===== src/hw/rtl/cac_pkg.sv =====
// Shared types and constants for the calorimeter attenuation correction block.
// No dependencies.
`default_nettype none

package cac_pkg;

	localparam int ENERGY_W = 16;
	localparam int FRAC_W   = 16;
	localparam int ATTEN_W  = 9;
	localparam int PROD_W   = 32;
	localparam int CORR_W   = 16;
	localparam int STRIP_W  = 16;
	localparam int SHIFT_W  = 5;
	localparam int THR_W    = 16;
	localparam int CFG_IDX_W  = 1;
	localparam int CFG_DATA_W = 16;
	localparam int TADDR_W  = 14;

	// strip sum limit; sums at or below 73 set the k bit of the table address
	localparam logic [STRIP_W-1:0] STRIP_SUM_HI = 16'd74;
	localparam int V_SHIFT = 6;
	localparam int K_BIT   = 12;

	localparam logic [SHIFT_W-1:0] SHIFT_RESET = 5'd16;

	typedef enum logic [1:0] {
		FUNC_HIT  = 2'd0,
		FUNC_WR_U = 2'd1,
		FUNC_WR_V = 2'd2,
		FUNC_WR_W = 2'd3
	} func_t;

	typedef enum logic [CFG_IDX_W-1:0] {
		REG_HIT_THRESHOLD = 1'd0,
		REG_RESULT_SHIFT  = 1'd1
	} reg_idx_t;

	typedef struct packed {
		logic valid;
		logic hit;
		logic nz;
	} stage_ctl_t;

endpackage

`default_nettype wire


===== src/hw/rtl/cac_front.sv =====
// Strip numbers and table address: raw address in stage 1, reduced modulo depth in stage 2.
// Depends on cac_pkg.
`default_nettype none

module cac_front #(
	parameter int TABLE_DEPTH = 16384,
	parameter int COORD_BITS  = 10,
	localparam int AW = $clog2(TABLE_DEPTH)
) (
	input  wire logic                        clk,
	input  wire logic                        load,
	input  wire logic                        is_hit,
	input  wire logic [COORD_BITS-1:0]       coord_u,
	input  wire logic [COORD_BITS-1:0]       coord_v,
	input  wire logic [COORD_BITS-1:0]       coord_w,
	input  wire logic [cac_pkg::TADDR_W-1:0] table_addr,
	output logic      [AW-1:0]               addr_s2
);

	localparam int RW = 19;
	localparam logic [RW-1:0] D1 = RW'(TABLE_DEPTH);
	localparam logic [RW-1:0] D2 = RW'(2 * TABLE_DEPTH);
	localparam logic [RW-1:0] D4 = RW'(4 * TABLE_DEPTH);

	logic [cac_pkg::STRIP_W-1:0] su, sv, sw, ssum;
	logic                        kk;
	logic [15:0]                 raw, raw_s1;
	logic [RW-1:0]               r0, r1, r2, r3;

	always_comb begin
		su   = cac_pkg::STRIP_W'(coord_u[COORD_BITS-1:3]) + 16'd1;
		sv   = cac_pkg::STRIP_W'(coord_v[COORD_BITS-1:3]) + 16'd1;
		sw   = cac_pkg::STRIP_W'(coord_w[COORD_BITS-1:3]) + 16'd1;
		ssum = su + sv + sw;
		// a strip sum below STRIP_SUM_HI (74) sets the k bit
		kk   = (ssum < cac_pkg::STRIP_SUM_HI);
		if (is_hit) begin
			raw = su | (sv << cac_pkg::V_SHIFT) | (16'(kk) << cac_pkg::K_BIT);
		end else begin
			raw = 16'(table_addr);
		end
	end

	always_ff @(posedge clk) begin
		if (load) begin
			raw_s1 <= raw;
		end
	end

	// value below 2^16 and depth at least 2^13: three compare-subtract steps
	always_comb begin
		r0 = RW'(raw_s1);
		r1 = (r0 >= D4) ? r0 - D4 : r0;
		r2 = (r1 >= D2) ? r1 - D2 : r1;
		r3 = (r2 >= D1) ? r2 - D1 : r2;
	end

	always_ff @(posedge clk) begin
		addr_s2 <= r3[AW-1:0];
	end

endmodule

`default_nettype wire


===== config.mk =====
export PLATFORM = sky130hd
export DESIGN_NAME = cac_front
export DESIGN_NICKNAME = d
export VERILOG_FILES = /design/src/hw/rtl/cac_pkg.sv /design/src/hw/rtl/cac_front.sv
export SDC_FILE = /design/constraint.sdc
export NUM_CORES = 1
export LEC_CHECK = 0
export BUFFER_PORTS_ARGS = -buffer_cell sky130_fd_sc_hd__buf_2
export CAP_MARGIN = 15
export CORE_MARGIN = 2
export CORE_UTILIZATION = 45
export CTS_BUF_LIST = sky130_fd_sc_hd__clkbuf_2 sky130_fd_sc_hd__clkbuf_4 sky130_fd_sc_hd__clkbuf_8
export CTS_CLUSTER_SIZE = 10
export DETAILED_ROUTE_END_ITERATION = 12
export GPL_ROUTABILITY_DRIVEN = 0
export HOLD_SLACK_MARGIN = 0.06
export PLACE_DENSITY_LB_ADDON = 0.08
export SYNTH_ARGS = -nofsm -noshare
export SYNTH_HDL_FRONTEND = slang
export SYNTH_SLANG_ARGS = --single-unit

===== constraint.sdc =====
create_clock -name clk -period 3.8 [get_ports clk]
set_input_delay 0.19 -clock clk [delete_from_list [all_inputs] [get_ports clk]]
set_output_delay 0.19 -clock clk [all_outputs]
set_load 0.02 [all_outputs]

After elaboration in Yosys (flattened, before gate mapping)
Cells that the tools add are included.

Logic and storage cells: 18. Output and inout port bits: 14. Input port bits: 47. RAM bits: 0. Bits in read-only memories: 0. Bits in latches: 0. Flip-flop bits (word level): 30. Memories: 0.

Magnitude comparators: 3. Bitwise logic cells: 2. Reductions and logical operators: 0. Equality and inequality tests: 0. Multiply operators: 0. Add/subtract/negate cells: 7. Shift-type cells: 0. Muxes and demuxes: 3. Divide/modulo/power cells: 0.

Operators by type and width (number): $mux W14 (2); $add A7 B1 Y8 const B (3); $ge A19 B15 Y1 const B (1); $mux W19 (1); $sub A16 B16 Y17 const B (1); $ge A16 B16 Y1 const B (1); $or A14 B13 Y14 (1); $or A8 B14 Y14 (1); $sub A14 B1 Y14 const B (1); $add A9 B8 Y10 (1); $lt A10 B7 Y1 const B (1); $add A8 B8 Y9 (1).

Depth between registers and ports, before layout
Depth after elaboration: 6. Depth in mapped cells: 12. Depth with buffers taken out: 12.

Worst setup path before layout
No wires, ideal clock.

Kind: input port to flip-flop. Start point: input port coord_u[3]. End point: register raw_s1[12] (data pin). Arrival time: 2.354 ns. Setup slack: 1.186 ns. Data required time: 3.540 ns. Setup time: 0.260 ns. Stages: 11. Path buffers: 0. Cells stage by stage: ha_1 > xnor2_1 > fa_1 > inv_1 > ha_1 > a21oi_1 > a21oi_1 > a211oi_2 > xor2_1 > a211oi_1 > o21ai_1.

Longest elaborated chain between the ends: 6.

RTL lines: from (decl) (line cac_front.sv:13) `input wire logic [COORD_BITS-1:0] coord_u,`; $add A7 B1 Y8 (line cac_front.sv:31) `su = cac_pkg::STRIP_W'(coord_u[COORD_BITS-1:3]) + 16'd1;`; $add A8 B8 Y9 (line cac_front.sv:34) `ssum = su + sv + sw;`; $add A9 B8 Y10 (line cac_front.sv:34); $lt A10 B7 Y1 (line cac_front.sv:36) `kk = (ssum < cac_pkg::STRIP_SUM_HI);`; $or A14 B13 Y14 (line cac_front.sv:38) `raw = su | (sv << cac_pkg::V_SHIFT) | (16'(kk) << cac_pkg::K_BIT);`; $mux W14 (line cac_front.sv:37) `if (is_hit) begin`; named net raw[12] (line cac_front.sv:27) `logic [15:0] raw, raw_s1;`; to (signal assigned) (line cac_front.sv:46) `raw_s1 <= raw;`; to (decl) (line cac_front.sv:27).

The timed path passes the listed nets, and every way through them passes these cells. A chain may end at the register's enable or synchronous reset.

Final worst setup path
Same ends and word-level chain as after synthesis.

==> run_results.csv <==
group,metric,value,unit
outcome,status,"completed",
power,combinationalPowerShare,34.9,%
worst_hold_path,min_from,"table_addr[1]",
grt,grt_pass1_vias,1285,
logic_synthesis,syn_area,1630,um2
floorplan,die_area,4120,um2
layout,instances_no_fill,258,
detailed_routing,vias,1294,
sta,skew,0.000852,ns
cts,cts_buffers,3,
sta,worst_slew_pin_slew,0.436,ns
cts,cts_tree,"yes",
logic_synthesis,synth_cells,160,
floorplan,die_w,64.2,um
power,leakagePower,0.949,nW
detailed_routing,drtIter0Drc,94,
power,internal_power,0.581,mW
setup_path,critPathArrivalTime,2.74,ns
logic_synthesis,yosysWarningCount,0,
sta,rsz0062_at_grt,"false",
floorplan,core_region_area,3420,um2
logic_synthesis,syn-num-nets,225,
power,swShare,31.3,%
detailed_routing,ant_nets,0,
sta,period_needed,2.65,ns
layout,area_delta_synth_final,21.7,%
worst_hold_path,worstHoldPathCells,2,
floorplan,die_y,64.2,um
logic_synthesis,synth_area_per_cell,10.2,um2
logic_synthesis,synth-seq-cells,28,
grt,grt_overflow,0,
floorplan,io_pins,61,
cts,root_buffer,"clkbuf_4",
setup_path,path_class,"in2reg",
layout,antenna_cells,0,
setup_path,crit_buf_inv,2,
setup_path,startpoint_type,"input port",
logic_synthesis,yosysSeqAreaShare,42.9,%
power,p_per_area,426,nW/um2
grt,grt_pass1_wl,5510,um
placement,hpwl,2710,um
cts,cts_buffer_depth,2,
cts,cts.sinks,28,
setup_path,cp_max_fo,6,
setup_path,path_cells,"buf_2 -> ha_1 -> xnor2_1 -> fa_1 -> inv_1 -> ha_1 -> a21oi_1 -> a21oi_1 -> a211oi_2 -> xor2_1 -> a211oi_1 -> o21ai_1",
grt,antenna_found_initial,0,
setup_path,worst-r2r-cell-count,0,
detailed_routing,drt-total-wl,3270,um
logic_synthesis,synth_async_sr_flop_share,0,%
worst_hold_path,worstHoldEndpoint,"raw_s1[1]$_DFFE_PP_",
logic_synthesis,ys.flop_type,"edfxtp_1",
sta,post-route-period-util,69.7,%
setup_path,worstPathRequired,3.89,ns
sta,relSlewSlack,70.9,%
cts,clk_latency,0.33,ns
layout,final_cell_mix,"51 x buf_2, 24 x inv_1, 17 x nor2_1",
setup_path,r2r-end,"addr_s2[0]$_DFF_P_",
power,p_clk_share,23.0,%
sta,hold_viol,0,
layout,final_common_cell,"buf_2",
floorplan,start_util,47.8,%
logic_synthesis,yosysUniqueCellTypes,32,
job,max_cap_violations,0,
sta,fin_tns_setup,0,ns
floorplan,rows,21,
placement,dp.cells,254,
power,power_frac_seq,42.1,%
power,max-vdd-ir-drop,0.159,mV
cts,ctsResizeCount,0,
worst_hold_path,hold_path.class,"in2reg",
detailed_routing,firstDrtPassIters,4,
setup_path,r2r-start,"raw_s1[0]$_DFFE_PP_",
sta,setup_viol,0,
setup_path,cp-end-kind,"flip-flop",
layout,drive_gt1_share,29.2,%
detailed_routing,drc,0,
setup_path,crit_path_top_delay_cell,"fa_1",
grt,grt_usage,16.9,%
sta,finalMaxSlewViolations,0,
cts,clkSlewWorstSetupHoldPaths,0.16,ns
setup_path,path_delay_family,"adder cells",
detailed_routing,vias_per_cell,5.02,
setup_path,r2r_slack,3.31,ns
detailed_routing,routedWlPerCell,12.7,um
grt,grt_max_degree,27,
logic_synthesis,synth_edf_count,14,
setup_path,slowest_delay,0.48,ns
layout,final_nets,278,
placement,port_buffers,51,
layout,final_util,58.1,%
cts,cts_setup_buffers,0,
power,switchingPower,0.265,mW
cts,cts_hold_buf,0,
sta,fmax,377,MHz
cts,htree_levels,1,
cell families after synthesis:
group	count (synthesis)	share of synthesized area (%)
fa+ha+maj	18	17.0
xor+xnor	12	6.44
buf+inv	27	6.21
compound gates	34	14.0
mux	3	1.99
simple gates	38	11.4
flops	28	42.9
layout make-up:
cell class | count | area, um2
fill | 331 | 1430
multi-input combinational | 105 | 830
sequential | 28 | 701
timing repair buffer | 51 | 255
inverter | 24 | 90.1
tap | 46 | 57.6
clock inverter | 1 | 30.0
clock buffer | 3 | 22.5
routing by layer:
layer	global-route usage [%]	up-vias	part of all wire, %
met4	5.85	0	1.9
met5	0	-	0
met1	21.2	592	44
met3	1.58	8	4.9
met2	30.3	38	49
li1	-	656	-
through the flow:
step	hold slack [ns]	area [um2]	setup WS, ns	power [mW]
floorplan	0.302	1630	1.19	0.576
global placement	0.324	1930	0.791	0.646
detailed placement	0.327	1930	0.809	0.656
CTS	0.143	1990	1.16	0.847
global route	0.137	1990	0.990	0.902
finish	0.145	1990	1.15	0.846
Yosys cell counts, drive strengths merged, types with 3 or more instances:
cell    number  area (um2)
dfxtp       14         280
and3         6        37.5
ha          11         138
xnor2        4        35.0
a21oi       14        70.1
xor2         8        70.1
fa           7         140
inv         24        90.1
o21ai        4        20.0
edfxtp      14         420
nand2        5        18.8
nand3        6        30.0
a211oi       4        40.0
nor2        17        63.8
clkbuf       3        11.3
state kept, by name, indices dropped and copies added, names as in the netlist:
signal	cells
addr_s2	14
raw_s1	14
worst max path at each step:
stage,start,to,slack (ns),cells after the start
after floorplan,coord_u[3],raw_s1[12]$_DFFE_PP_,1.19,11
after global placement,coord_v[3],raw_s1[12]$_DFFE_PP_,0.79,12
after detailed placement,coord_u[3],raw_s1[12]$_DFFE_PP_,0.81,12
after CTS,coord_u[3],raw_s1[12]$_DFFE_PP_,1.16,12
after global routing,coord_u[3],raw_s1[12]$_DFFE_PP_,0.99,12
final,coord_u[3],raw_s1[12]$_DFFE_PP_,1.15,12
power groups by stage:
| stage | logic (mW) | registers [mW] | clock network [mW] |
|---|---|---|---|
| 6_report | 0.295 | 0.356 | 0.195 |
| 5_1_grt | 0.332 | 0.359 | 0.211 |
| 4_1_cts | 0.294 | 0.357 | 0.197 |
| 3_5_place_dp | 0.292 | 0.364 | 0 |
| 3_3_place_gp | 0.284 | 0.362 | 0 |
| 2_1_floorplan | 0.193 | 0.382 | 0 |
Note: power is estimated with default switching activity, not from simulation.
