==> src/hw/rtl/cac_pkg.sv <==
// Shared types and constants for the calorimeter attenuation correction block.
// No dependencies.
`default_nettype none

package cac_pkg;

	localparam int ENERGY_W = 16;
	localparam int FRAC_W   = 16;
	localparam int ATTEN_W  = 9;
	localparam int PROD_W   = 32;
	localparam int CORR_W   = 16;
	localparam int STRIP_W  = 16;
	localparam int SHIFT_W  = 5;
	localparam int THR_W    = 16;
	localparam int CFG_IDX_W  = 1;
	localparam int CFG_DATA_W = 16;
	localparam int TADDR_W  = 14;

	// strip sum limit; sums at or below 73 set the k bit of the table address
	localparam logic [STRIP_W-1:0] STRIP_SUM_HI = 16'd74;
	localparam int V_SHIFT = 6;
	localparam int K_BIT   = 12;

	localparam logic [SHIFT_W-1:0] SHIFT_RESET = 5'd16;

	typedef enum logic [1:0] {
		FUNC_HIT  = 2'd0,
		FUNC_WR_U = 2'd1,
		FUNC_WR_V = 2'd2,
		FUNC_WR_W = 2'd3
	} func_t;

	typedef enum logic [CFG_IDX_W-1:0] {
		REG_HIT_THRESHOLD = 1'd0,
		REG_RESULT_SHIFT  = 1'd1
	} reg_idx_t;

	typedef struct packed {
		logic valid;
		logic hit;
		logic nz;
	} stage_ctl_t;

endpackage

`default_nettype wire

==> src/hw/rtl/cac_merge.sv <==
// Merge stage: sums the three lane results, applies threshold and zero-energy rule.
// Depends on cac_pkg.
`default_nettype none

module cac_merge (
	input  wire logic                       clk,
	input  wire logic                       arst_n,
	input  wire cac_pkg::stage_ctl_t        ctl_s5,
	input  wire logic [cac_pkg::CORR_W-1:0] corr_u_s5,
	input  wire logic [cac_pkg::CORR_W-1:0] corr_v_s5,
	input  wire logic [cac_pkg::CORR_W-1:0] corr_w_s5,
	input  wire logic [cac_pkg::THR_W-1:0]  threshold,
	output logic                            done_q,
	output logic      [cac_pkg::CORR_W-1:0] corr_u_q,
	output logic      [cac_pkg::CORR_W-1:0] corr_v_q,
	output logic      [cac_pkg::CORR_W-1:0] corr_w_q
);

	logic [cac_pkg::CORR_W-1:0] hsum;
	logic                       keep;

	always_comb begin
		hsum = corr_u_s5 + corr_v_s5 + corr_w_s5;
		keep = ctl_s5.nz && (hsum >= threshold);
	end

	always_ff @(posedge clk or negedge arst_n) begin
		if (!arst_n) begin
			done_q <= 1'b0;
		end else begin
			done_q <= ctl_s5.valid && ctl_s5.hit;
		end
	end

	always_ff @(posedge clk) begin
		corr_u_q <= keep ? corr_u_s5 : '0;
		corr_v_q <= keep ? corr_v_s5 : '0;
		corr_w_q <= keep ? corr_w_s5 : '0;
	end

endmodule

`default_nettype wire

==> config.mk <==
export PLATFORM = sky130hd
export DESIGN_NAME = cac_merge
export DESIGN_NICKNAME = d
export VERILOG_FILES = /design/src/hw/rtl/cac_pkg.sv /design/src/hw/rtl/cac_merge.sv
export SDC_FILE = /design/constraint.sdc
export NUM_CORES = 1
export LEC_CHECK = 0
export ABC_CLOCK_PERIOD_IN_PS = 800
export BUFFER_PORTS_ARGS = -buffer_cell sky130_fd_sc_hd__buf_2
export CORE_MARGIN = 8
export CORE_UTILIZATION = 49
export CTS_BUF_LIST = sky130_fd_sc_hd__clkbuf_4 sky130_fd_sc_hd__clkbuf_8
export DETAILED_ROUTE_END_ITERATION = 8
export PLACE_DENSITY = 0.82
export SLEW_MARGIN = 20
export SYNTH_ARGS = -nofsm -noshare
export SYNTH_HDL_FRONTEND = slang
export SYNTH_SLANG_ARGS = --single-unit
==> constraint.sdc <==
create_clock -name clk -period 0.8 [get_ports clk]
set_clock_uncertainty 0.2 [all_clocks]
set_input_delay 0.12 -clock clk [delete_from_list [all_inputs] [get_ports clk]]
set_output_delay 0.12 -clock clk [all_outputs]
set_load 0.02 [all_outputs]
# Word-level counts from Yosys, hierarchy flattened
# Index checks and enable logic that the tools add are counted.
word_totals:
  word_cells: 9
  input_bits: 69
  ff_bits: 49
  out_inout_bits: 49
classes:
  add_sub_neg: 2
  n_reduce_logical: 2
  order_cmp: 1
ops:
  columns: ["cell", "n"]
  rows:
  - ["adder 16 bit", 2]
  - ["greater-or-equal comparator 16 bit", 1]
  - ["logical AND 1 bit", 2]

# Logic depth before layout (Yosys ltp)
# Gate-level depths: netlist (run 1).
logic_depth:
  depth_word: 4
  ltp_mapped: 20
  ltp_nobuf: 18

# Worst setup path before layout (run 1)
# Ideal clock, no wire load.
synth_path:
  kind: "input-to-reg"
  start: "input corr_u_s5[1] (netlist name)"
  end: "register corr_u_q[0] (netlist name)"
  required_ns: 0.484
  t_arrival_ns: 3.640
  setup_ns: 0.116
  n_path_buf: 2
  setup_slack_ns: -3.156
  path_stages: 19
  cell_sequence: "inv_1 fa_1 inv_1 ha_1 fa_1 a211oi_1 nor2_1 nor2_1 nor2_1 nor2_1 xnor2_1 ha_1 and3_1 a22o_1 a311o_1 a211o_1 buf_6 buf_6 and3_1"
synth_via:
  elab_chain_len: 4
synth_lines:
  columns: ["element", "line_no", "source"]
  rows:
  - ["start: declaration", "cac_merge.sv:9", "input wire logic [cac_pkg::CORR_W-1:0] corr_u_s5,"]
  - ["adder 16 bit (2 in series)", "cac_merge.sv:23", "hsum = corr_u_s5 + corr_v_s5 + corr_w_s5;"]
  - ["greater-or-equal comparator 16 bit", "cac_merge.sv:24", "keep = ctl_s5.nz && (hsum >= threshold);"]
  - ["logical AND 1 bit", "cac_merge.sv:24", null]
  - ["end signal: assignment", "cac_merge.sv:36", "corr_u_q <= keep ? corr_u_s5 : '0;"]
  - ["end: declaration", "cac_merge.sv:14", "output logic [cac_pkg::CORR_W-1:0] corr_u_q,"]
# No other way between the ends.
# A chain may end at the register's enable or synchronous reset.

# Worst setup path after layout (run 1)
layout_path:
  start: "input corr_u_s5[2] (netlist name)"
  end: "register corr_w_q[6] (netlist name)"
layout_via:
  elab_chain_len: 4
layout_lines:
  columns: ["element", "line_no", "source"]
  rows:
  - ["adder 16 bit (2 in series)", "cac_merge.sv:23", null]
  - ["greater-or-equal comparator 16 bit", "cac_merge.sv:24", null]
  - ["logical AND 1 bit", "cac_merge.sv:24", null]
  - ["end signal: assignment", "cac_merge.sv:38", "corr_w_q <= keep ? corr_w_s5 : '0;"]
  - ["end: declaration", "cac_merge.sv:16", "output logic [cac_pkg::CORR_W-1:0] corr_w_q"]
# No other way between the ends.

==> metrics.md, run 1 <==
| Metric | Value |
|---|---|
| Status | finished, violations left |
| Failing checks | hold timing, setup timing |
| Combinational Power Share | 0.556 |
| Layout Nets | 531 |
| Vias per Instance | 5.09 |
| Critical Path, Cell by Cell | buf_2, fa_1, ha_1, a211oi_1, o21bai_1, a21oi_1, buf_4, xnor2_1, ha_1, a21o_1, a22o_1, a311o_1, a211o_4, buf_12, and3_1 |
| CP Launch Point | corr_u_s5[2] |
| Drt pass-1 iters | 4 |
| Design area | 4140 um^2 |
| Slowest-stage cell, CP | fa_1 |
| Root Driver | clkbuf_8 |
| Number of flops mapped to enable cells by yosys | 0 |
| Area Overhead vs Synth | 54.8% |
| FP Rows | 27 |
| GR Layer Usage met3 | 0.0432 |
| Syn_nets | 378 |
| DRC violations left | 0 |
| Vias in the first global route | 2791 |
| Synth unique cells | 33 |
| Routed WL | 8250 um |
| P_sw | 4050 uW |
| Mean Syn Cell Area | 10.2 um^2 |
| Finished Layout Cells | 489 |
| Clock transition at path regs | 90 ps |
| Placed cells | 477 |
| Largest net degree at the start of global routing | 49 |
| Worst Tran Pin Value | 653 ps |
| Total GRT Usage | 0.201 |
| Total gr overflow | 0 |
| Placement Cell Area | 3570 um^2 |
| CP max FO | 30 |
| Worst Hold Class | input pin to register |
| Hold Path Origin | ctl_s5[1] |
| Fin. Hold Viols | 46 |
| Drt first-iter violations | 89 |
| Critical Path Max Stage Delay | 540 ps |
| Htree depth | 2 |
| Synth warn | 0 |
| CTS buffer count | 5 |
| Busiest grt layer | met2 |
| WHS | -176 ps |
| CP required | 790 ps |
| Total I/O pin count | 118 |
| Power per Cell Area | 2610 nW/um^2 |
| Most common cell on crit path | ha_1 |
| Global-route wire length before repair | 13500 um |
| Synthesized cell area | 2680 um^2 |
| Met1 GRT Util | 0.216 |
| Post-synthesis sequential area ratio | 0.369 |
| CORE AREA | 5410 um^2 |
| Clock buffer depth | 2 |
| Kind of critical path | input pin to register |
| Internal cell power | 6750 uW |
| Cells after synthesis | 263 |
| Pre-CTS WS | -3300 ps |
| Static Leak | 0.00219 uW |
| Synth top area cells | dfxtp_1, ha_1, fa_1, and3_1, xnor2_1 |
| RSZ-0062 raised after global routing | yes |
| Switching Fraction | 0.375 |
| Synth Register Bits | 49 |
| Fmax | 0.263 GHz |
| Share of post-route cells with drive strength above 1 | 0.549 |
| RePlAce Congestion | 0.883 |
| Sequential group share of total power | 0.307 |
| N_diodes | 0 |
| Die area | 8080 um^2 |
| Critical Path End Type | register |
| Asr flop ratio synth | 0.0204 |
| Routed length per instance | 16.9 um |
| Via count | 2491 |
| Clock tree sinks | 49 |
| Synth Flop Type | dfxtp_1 |
| Crit share post-route | 4.75 |
| Hold-fix buffers, CTS | 1 |
| Initial antenna violation count | 0 |
| Util after Layout | 0.766 |
| Die H | 89.9 um |
| CP Data Arrival Time | 3790 ps |
| Initial core utilization | 0.495 |
| Setup slack after layout | -3000 ps |
| Max Cap Viol | 0 |
| Peak supply drop | 0.00195 V |
| Final setup fails | 97 |
| Clk pwr share | 0.137 |
| DP HPWL | 6140 um |
| Relative slew margins | 0.564 |
| CTS tree | built |
| Minimum period implied by the final worst setup slack | 3800 ps |
| Startpoint types | input pin |
| Final ANT Viol Nets | 0 |
| Synth top area share | 0.359 |
| Port Buffers | 117 |
| Die W | 89.9 um |
| Met2 GRT Util | 0.383 |
| Fin. max-slew vios | 0 |
| Largest area contributor in the netlist | dfxtp_1 |
-- worst paths after layout --
path / to / cells after the start
worst min-delay path: done_q$_DFF_PN0_ / 2
min in group asynchronous: done_q$_DFF_PN0_ / 2
max in group asynchronous: done_q$_DFF_PN0_ / 2
worst max-delay path: corr_w_q[6]$_SDFF_PN0_ / 15
-- registers in the layout (all words and copies together), names as in the netlist --
| name | cells |
|---|---|
| done_q | 1 |
| corr_v_q | 16 |
| corr_u_q | 16 |
| corr_w_q | 16 |
-- metrics by stage --
| stage | setup TNS [ps] | power [uW] |
|---|---|---|
| after CTS | -154110 | 10600 |
| after global routing | -161490 | 11500 |
| after global placement | -152780 | 7760 |
| after detailed placement | -156460 | 7950 |
| after floorplan | -138960 | 6290 |
| final | -155700 | 10800 |
-- cell usage after synthesis, types with 3 or more instances --
library cell and count:
and3_1 50, dfxtp_1 48, ha_1 30, inv_1 22
fa_1 16, a21oi_1 13, xnor2_1 11, nor2_1 10
clkbuf_1 7, o21ai_0 7, nand2_1 6, a211oi_1 5
a21o_1 5, xor2_1 4, and2_1 3, buf_6 3
nor3_1 3
-- power by group through the flow --
stage	logic (uW)	registers, uW	clock network, uW
after floorplan	2510	3790	0
after global placement	4660	3100	0
after detailed placement	4830	3120	0
after global routing	6480	3350	1630
final	6000	3310	1480
after CTS	5850	3290	1500
-- placed cells by master, fill, tap and decap left out, types with 2 or more instances in the layout --
cell type and instances:
buf_2 68, buf_6 50, dfxtp_2 48, and3_1 44, buf_4 35, ha_1 29, inv_1 20, fa_1 15
a21oi_1 12, xnor2_1 11, nor2_1 8, o21ai_0 6, nand2_1 6, and3_4 6, a21o_1 5, clkbuf_8 5
xor2_1 4, a211oi_1 4, and2_1 3, nor3_1 3, nor2_2 2, nor2b_1 2, nand4_1 2, o21bai_1 2
o21ai_1 2, a31oi_1 2, inv_8 2, clkinvlp_4 2
-- what timing repair did --
item,in CTS,in global routing
endpoints found under the hold margin,48,46
pin swaps,5,0
setup buffers,0,1
gates resized for setup,161,7
setup endpoints to repair,97,97
gates cloned,2,0
-- metal layers --
metal | part of all wire | routed length [um]
met2 | 0.54 | 4470
met1 | 0.39 | 3260
met3 | 0.047 | 384
met5 | 0 | 0
met4 | 0.017 | 144
-- cell families after synthesis --
group                    count (synthesis)  synth area share
adder cells (fa/ha/maj)                 46             0.260
buffers and inverters                   32            0.0533
AND/OR/NAND/NOR                         81             0.174
flip-flops                              49             0.369
AO/OA/AOI/OAI                           40            0.0945
XOR/XNOR                                15            0.0491
-- critical path, delay by kind of cell --
| family | cells | cell delay (ps) |
|---|---|---|
| fa+ha+maj | 3 | 1180 |
| simple gates | 1 | 190 |
| xor+xnor | 1 | 130 |
| buf+inv | 3 | 450 |
| compound gates | 7 | 1710 |
-- cell type report --
type | instances | area (um^2)
Timing Repair Buffer | 156 | 1210
Multi-Input combinational cell | 182 | 1610
Sequential cell | 49 | 1050
Clock inverter | 3 | 26.3
Fill cell | 325 | 1260
Tap cell | 72 | 90.1
Clock buffer | 5 | 68.8
Inverter | 22 | 90.1
Note: power is estimated with default switching activity, not from simulation.
==> inputs of run 2 (changes only) <==
- ABC_AREA: default -> 1
- CAP_MARGIN: default -> 40
- CORE_UTILIZATION: 49 -> 50
- SETUP_SLACK_MARGIN: default -> 0.15
==> run 2 against run 1 <==
Count of clock-buffer cells in the layout up 1. Global-route usage up 3.4 points. Critical endpoint is now corr_v_q[10]$_SDFF_PN0_. Wire length up 57%. Worst hold slack worse by 26 ps. Setup slack better by 360 ps. Die area up 7.5%. Fmax up 11%. Critical path depth up 9. Clock power up 31%. The flow still finishes with violations (hold timing, setup timing). Non-clock buffer count up 1. Largest power group unchanged.
==> metrics.md, run 2 <==
| Metric | Value |
|---|---|
| Status | finished, violations left |
| Failing checks | hold timing, setup timing |
| Fmax | 0.291 GHz |
| Fin. Hold Viols | 46 |
| Synth warn | 0 |
| Commonest non-fill, non-tap cell in the layout | inv_1 |
| Most frequent cells in the layout | inv_1, buf_2, buf_6 |
| Fillcell total | 263 |
| Synth cell count leaders | inv_1, nand2_1, dfxtp_1, nor2_1, ha_1 |
| Port Buffers | 117 |
| Peak supply drop | 0.00149 V |
| Final ANT Viol Nets | 0 |
| Largest net degree at the start of global routing | 16 |
| CP max FO | 5 |
| CORE AREA | 5850 um^2 |
| Initial antenna violation count | 0 |
| Static Leak | 0.00252 uW |
| Die W | 93.2 um |
| CTS tree | built |
| Synth Register Bits | 49 |
| Routed length per instance | 22.1 um |
| Number of flops mapped to enable cells by yosys | 0 |
| Via count | 3177 |
| Die area | 8680 um^2 |
| Clock buffer depth | 2 |
| Syn_nets | 465 |
| Clock transition at path regs | 100 ps |
| Area Overhead vs Synth | 63.8% |
| Most frequent cell after synthesis | inv_1 |
| Biggest regs | corr_u_q: 16 flops, corr_v_q: 16 flops, corr_w_q: 16 flops |
| Worst Hold End | done_q$_DFF_PN0_ |
| Mean Syn Cell Area | 8.51 um^2 |
| Routed WL | 12900 um |
| Post-synthesis sequential area ratio | 0.331 |
| CP Launch Point | corr_u_s5[1] |
| Relative slew margins | 0.751 |
| RSZ-0062 raised after global routing | yes |
| RePlAce Congestion | 0.841 |
| WHS | -202 ps |
| Vias in the first global route | 3145 |
| CTS buffer count | 5 |
| Synth top area share | 0.323 |
| Global-route wire length before repair | 15900 um |
| Minimum period implied by the final worst setup slack | 3440 ps |
| Share of post-route cells with drive strength above 1 | 0.535 |
| Startpoint types | input pin |
| Kind of critical path | input pin to register |
| DRC violations left | 0 |
| Synthesized cell area | 2980 um^2 |
| Max Cap Viol | 0 |
| Layout Nets | 624 |
| CP required | 850 ps |
| Drt pass-1 iters | 7 |
| Drt first-iter violations | 300 |
| CP Data Arrival Time | 3490 ps |
| Final setup fails | 97 |
| Hold Path Stages | 3 |
| Largest area contributor in the netlist | dfxtp_1 |
| Synth Flop Type | dfxtp_1 |
| Cells after synthesis | 350 |
| Synth unique cells | 25 |
| Root Driver | clkbuf_8 |
| Total I/O pin count | 118 |
| Asr flop ratio synth | 0.0204 |
| Die H | 93.2 um |
| DP HPWL | 6360 um |
| Synth top area cells | dfxtp_1, ha_1, fa_1, inv_1, nor2_4 |
| FP Rows | 28 |
| Hold Path Origin | ctl_s5[1] |
| Initial core utilization | 0.509 |
| Hold-fix buffers, CTS | 1 |
| Total GRT Usage | 0.235 |
| Worst Tran Pin Value | 371 ps |
| Fin. max-slew vios | 0 |
| Pwr Total | 12000 uW |
| Vias per Instance | 5.42 |
| Clock tree sinks | 49 |
| Power per Cell Area | 2450 nW/um^2 |
| Setup slack after layout | -2640 ps |
| Htree depth | 2 |
| Worst Hold Class | input pin to register |
| Total gr overflow | 0 |
| Critical Path End Type | register |
| Crit share post-route | 4.30 |
run 2: changes by cell type after synthesis, sizes merged, moves of 5 or more:
cell and delta:
and3 -50, xnor2 -7, nand2 +44, a21oi +7, xor2 +5, clkbuf -7
a211oi -5, nor2 +50, inv +59, nand3 +11
run 2: metrics by stage:
| step | std cells | cell area (um^2) | setup WS [ps] | utilization | setup TNS (ps) |
|---|---|---|---|---|---|
| 3_5_place_dp | 562 | 3940 | -2770 | 0.673 | -130520 |
| 6_report | 586 | 4880 | -2640 | 0.834 | -138220 |
| 3_3_place_gp | 562 | 3940 | -2610 | 0.673 | -123740 |
| 4_1_cts | 578 | 4640 | -2410 | 0.793 | -126810 |
| 2_1_floorplan | 350 | 3120 | -2390 | - | -111320 |
| 5_1_grt | 585 | 4870 | -2790 | 0.833 | -146680 |
run 2: worst max-delay path by stage:
stage	end	slack (ps)	cells past startpoint
finish	corr_v_q[10]$_SDFF_PN0_	-2640	24
global route	corr_v_q[10]$_SDFF_PN0_	-2790	24
CTS	corr_w_q[12]$_SDFF_PN0_	-2410	22
detailed placement	corr_v_q[15]$_SDFF_PN0_	-2770	21
global placement	corr_w_q[4]$_SDFF_PN0_	-2610	21
floorplan	corr_u_q[0]$_SDFF_PN0_	-2390	21
run 2: cells by family after synthesis:
group / after synthesis / share of synthesized area
AND/OR/NAND/NOR: 127 / 0.221
buffers and inverters: 86 / 0.123
flip-flops: 49 / 0.331
adder cells (fa/ha/maj): 46 / 0.234
AO/OA/AOI/OAI: 29 / 0.0529
XOR/XNOR: 13 / 0.0382
run 2: layout make-up:
class	instances	area (um^2)	area share
clock buffers	6	82.6	0.0169
inverters	81	308	0.0631
clock inverters	2	37.5	0.00770
repair buffers	157	1400	0.287
well taps	75	93.8	0.0192
flip-flops and latches	49	1120	0.229
multi-input cells	215	1840	0.377
diodes	1	2.50	0.000513
run 2: worst max-delay path, stage by stage:
cell and delay (ps):
buf_8 80, clkinvlp_4 90, fa_1 530, inv_2 50, ha_4 160, buf_4 130
buf_4 120, nand3_1 80, nand3_1 160, nand2_1 150, nand2_1 100, a21oi_1 240
inv_1 100, nand2_1 80, nand2_1 70, ha_1 270, nand4_1 110, nor3_1 150
nand2_1 70, nand2_1 100, nand2_4 110, buf_12 160, clkbuf_16 160, nor2_4 100
run 2: power breakdown:
group	internal, uW	leakage, uW	total, uW	switching, uW
Clock	1020	0.0000574	1940	918
Combinational	3210	0.00203	6800	3600
Sequential	2960	0.000434	3220	260
run 2: what timing repair did:
| item | in CTS | in global routing |
|---|---|---|
| setup buffers | 3 | 4 |
| pin swaps | 3 | 13 |
| endpoints found under the hold margin | 48 | 47 |
| endpoints found under the setup margin | 97 | 97 |
| gates resized for setup | 140 | 36 |
| gates cloned | 4 | 3 |
run 2: layer usage:
layer	global-route usage	vias to the layer above	wire length [um]
met5	0	-	0
met3	0.0393	98	932
met4	0.122	0	1130
li1	-	1370	-
met2	0.450	242	6460
met1	0.237	1467	4410
==> inputs of run 3 (changes only) <==
- CELL_PAD_IN_SITES_DETAIL_PLACEMENT: default -> 0
- CELL_PAD_IN_SITES_GLOBAL_PLACEMENT: default -> 1
- CORE_UTILIZATION: 50 -> 36
- PLACE_DENSITY: 0.82 -> 0.88
==> run 3 against run 2 <==
The flow still finishes with violations (hold timing, setup timing). Die area rose by 32%. Wire length fell by 37%. Flip-flop and latch count unchanged.
==> metrics.md, run 3 (same netlist as run 2, synthesis figures left out) <==
| Metric | Value |
|---|---|
| Status | finished, violations left |
| Failing checks | hold timing, setup timing |
| Largest net degree at the start of global routing | 16 |
| Placed cells | 608 |
| Clock transition at path regs | 90 ps |
| Power per Cell Area | 2280 nW/um^2 |
| Drt pass-1 iters | 4 |
| Critical Path Max Stage Delay | 500 ps |
| Final ANT Viol Nets | 0 |
| Clock buffer depth | 2 |
| Total gr overflow | 0 |
| Kind of critical path | input pin to register |
| Routed length per instance | 13.0 um |
| Biggest regs | corr_u_q: 16 flops, corr_v_q: 16 flops, corr_w_q: 16 flops |
| Peak supply drop | 0.00104 V |
| Most frequent cells in the layout | inv_1, buf_2, buf_6 |
| Crit share post-route | 3.96 |
| Critical Path, Cell by Cell | buf_6, clkinvlp_4, fa_1, inv_2, ha_4, fa_2, nand2_2, nand3_2, nand3b_1, nand2_2, a21oi_4, xnor2_2, ha_1, nand2_2, o21bai_1, a21oi_1, nor2_1, nand2_1, nand2_4, buf_4, buf_12, nor2_2 |
| CP required | 830 ps |
| Area Overhead vs Synth | 65.4% |
| Startpoint types | input pin |
| Minimum period implied by the final worst setup slack | 3170 ps |
| Total I/O pin count | 118 |
| Layout Nets | 638 |
| Max Cap Viol | 0 |
| Slowest-stage cell, CP | fa_1 |
| DRC violations left | 0 |
| Vias per Instance | 4.25 |
| Commonest non-fill, non-tap cell in the layout | inv_1 |
| Final setup fails | 97 |
| Setup slack after layout | -2370 ps |
| RePlAce Congestion | 0.777 |
| CP max FO | 8 |
| Relative slew margins | 0.776 |
| Worst Hold Class | input pin to register |
| Fin. Hold Viols | 48 |
| Most common cell on crit path | nand2_2 |
| Clock tree sinks | 49 |
| WHS | -195 ps |
| Worst Tran Pin Value | 333 ps |
| Finished Layout Cells | 629 |
| Die H | 107 um |
| Die W | 107 um |
| Initial antenna violation count | 0 |
| Fillcell total | 684 |
| CORE AREA | 8130 um^2 |
| Routed WL | 8190 um |
| Fmax | 0.316 GHz |
| Total GRT Usage | 0.144 |
| Static Leak | 0.00256 uW |
| CP Data Arrival Time | 3200 ps |
| Root Driver | clkbuf_8 |
| RSZ-0062 raised after global routing | yes |
| Global-route wire length before repair | 13400 um |
| Fin. max-slew vios | 0 |
| CTS buffer count | 5 |
| Share of post-route cells with drive strength above 1 | 0.552 |
| Drt first-iter violations | 130 |
| Die area | 11400 um^2 |
| Htree depth | 2 |
| Initial core utilization | 0.366 |
| FP Rows | 33 |
| Via count | 2674 |
| Critical Path End Type | register |
| DP HPWL | 6370 um |
| Port Buffers | 117 |
| Hold-fix buffers, CTS | 1 |
| N_diodes | 0 |
| Vias in the first global route | 2824 |
| CTS tree | built |
-- run 3: cell types whose count changed in the layout (fill, tap and decap cells not counted), sizes merged --
cell,previous run,this run
buf,152,170
bufbuf,1,0
clkbuf,9,6
diode,1,0
-- run 3: final cells by class --
| type | instances | area (um^2) | area share |
|---|---|---|---|
| Multi-Input combinational cell | 215 | 1800 | 0.365 |
| Clock inverter | 2 | 37.5 | 0.00762 |
| Tap cell | 105 | 131 | 0.0267 |
| Clock buffer | 6 | 82.6 | 0.0168 |
| Sequential cell | 49 | 1120 | 0.227 |
| Inverter | 81 | 308 | 0.0625 |
| Timing Repair Buffer | 171 | 1450 | 0.295 |
-- run 3: through the flow --
stage | util | power, uW | cell area (um^2) | setup WS, ps | TNS (ps)
after floorplan | - | 6200 | 3120 | -2390 | -111320
after global placement | 0.505 | 7740 | 4110 | -2620 | -124100
after detailed placement | 0.505 | 7840 | 4110 | -2740 | -129240
after CTS | 0.595 | 11100 | 4840 | -2370 | -125120
after global routing | 0.606 | 12100 | 4930 | -2530 | -134430
final | 0.606 | 11200 | 4930 | -2370 | -125450
-- run 3: critical path: cells and delay by family --
| family | cells | cell delay [ps] |
|---|---|---|
| xor+xnor | 1 | 80 |
| simple gates | 9 | 730 |
| buf+inv | 5 | 490 |
| compound gates | 3 | 440 |
| fa+ha+maj | 4 | 1320 |
-- run 3: power by group --
group,internal [uW],switching [uW],total [uW]
combinational,3160,3120,6280
clock,1020,784,1800
sequential,2960,183,3140
-- run 3: path summary, 6_finish.rpt --
kind	from	end	depth (start not counted)
setup / recovery	corr_u_s5[1]	corr_w_q[2]$_SDFF_PN0_	22
hold / removal	ctl_s5[1]	done_q$_DFF_PN0_	3
max in group asynchronous	arst_n	done_q$_DFF_PN0_	2
min in group asynchronous	arst_n	done_q$_DFF_PN0_	2
-- run 3: repair_timing --
action	4_1_cts	5_1_grt
cloned	5	0
resized for setup	142	24
endpoints found under the setup margin	97	97
pin swaps	12	2
buffers inserted	6	1
hold endpoints to repair	49	47
-- run 3: metal layers --
metal | share of wire | global-route usage
met1 | 0.41 | 0.174
met2 | 0.52 | 0.254
met3 | 0.052 | 0.0210
met4 | 0.019 | 0.0513
met5 | 0 | 0
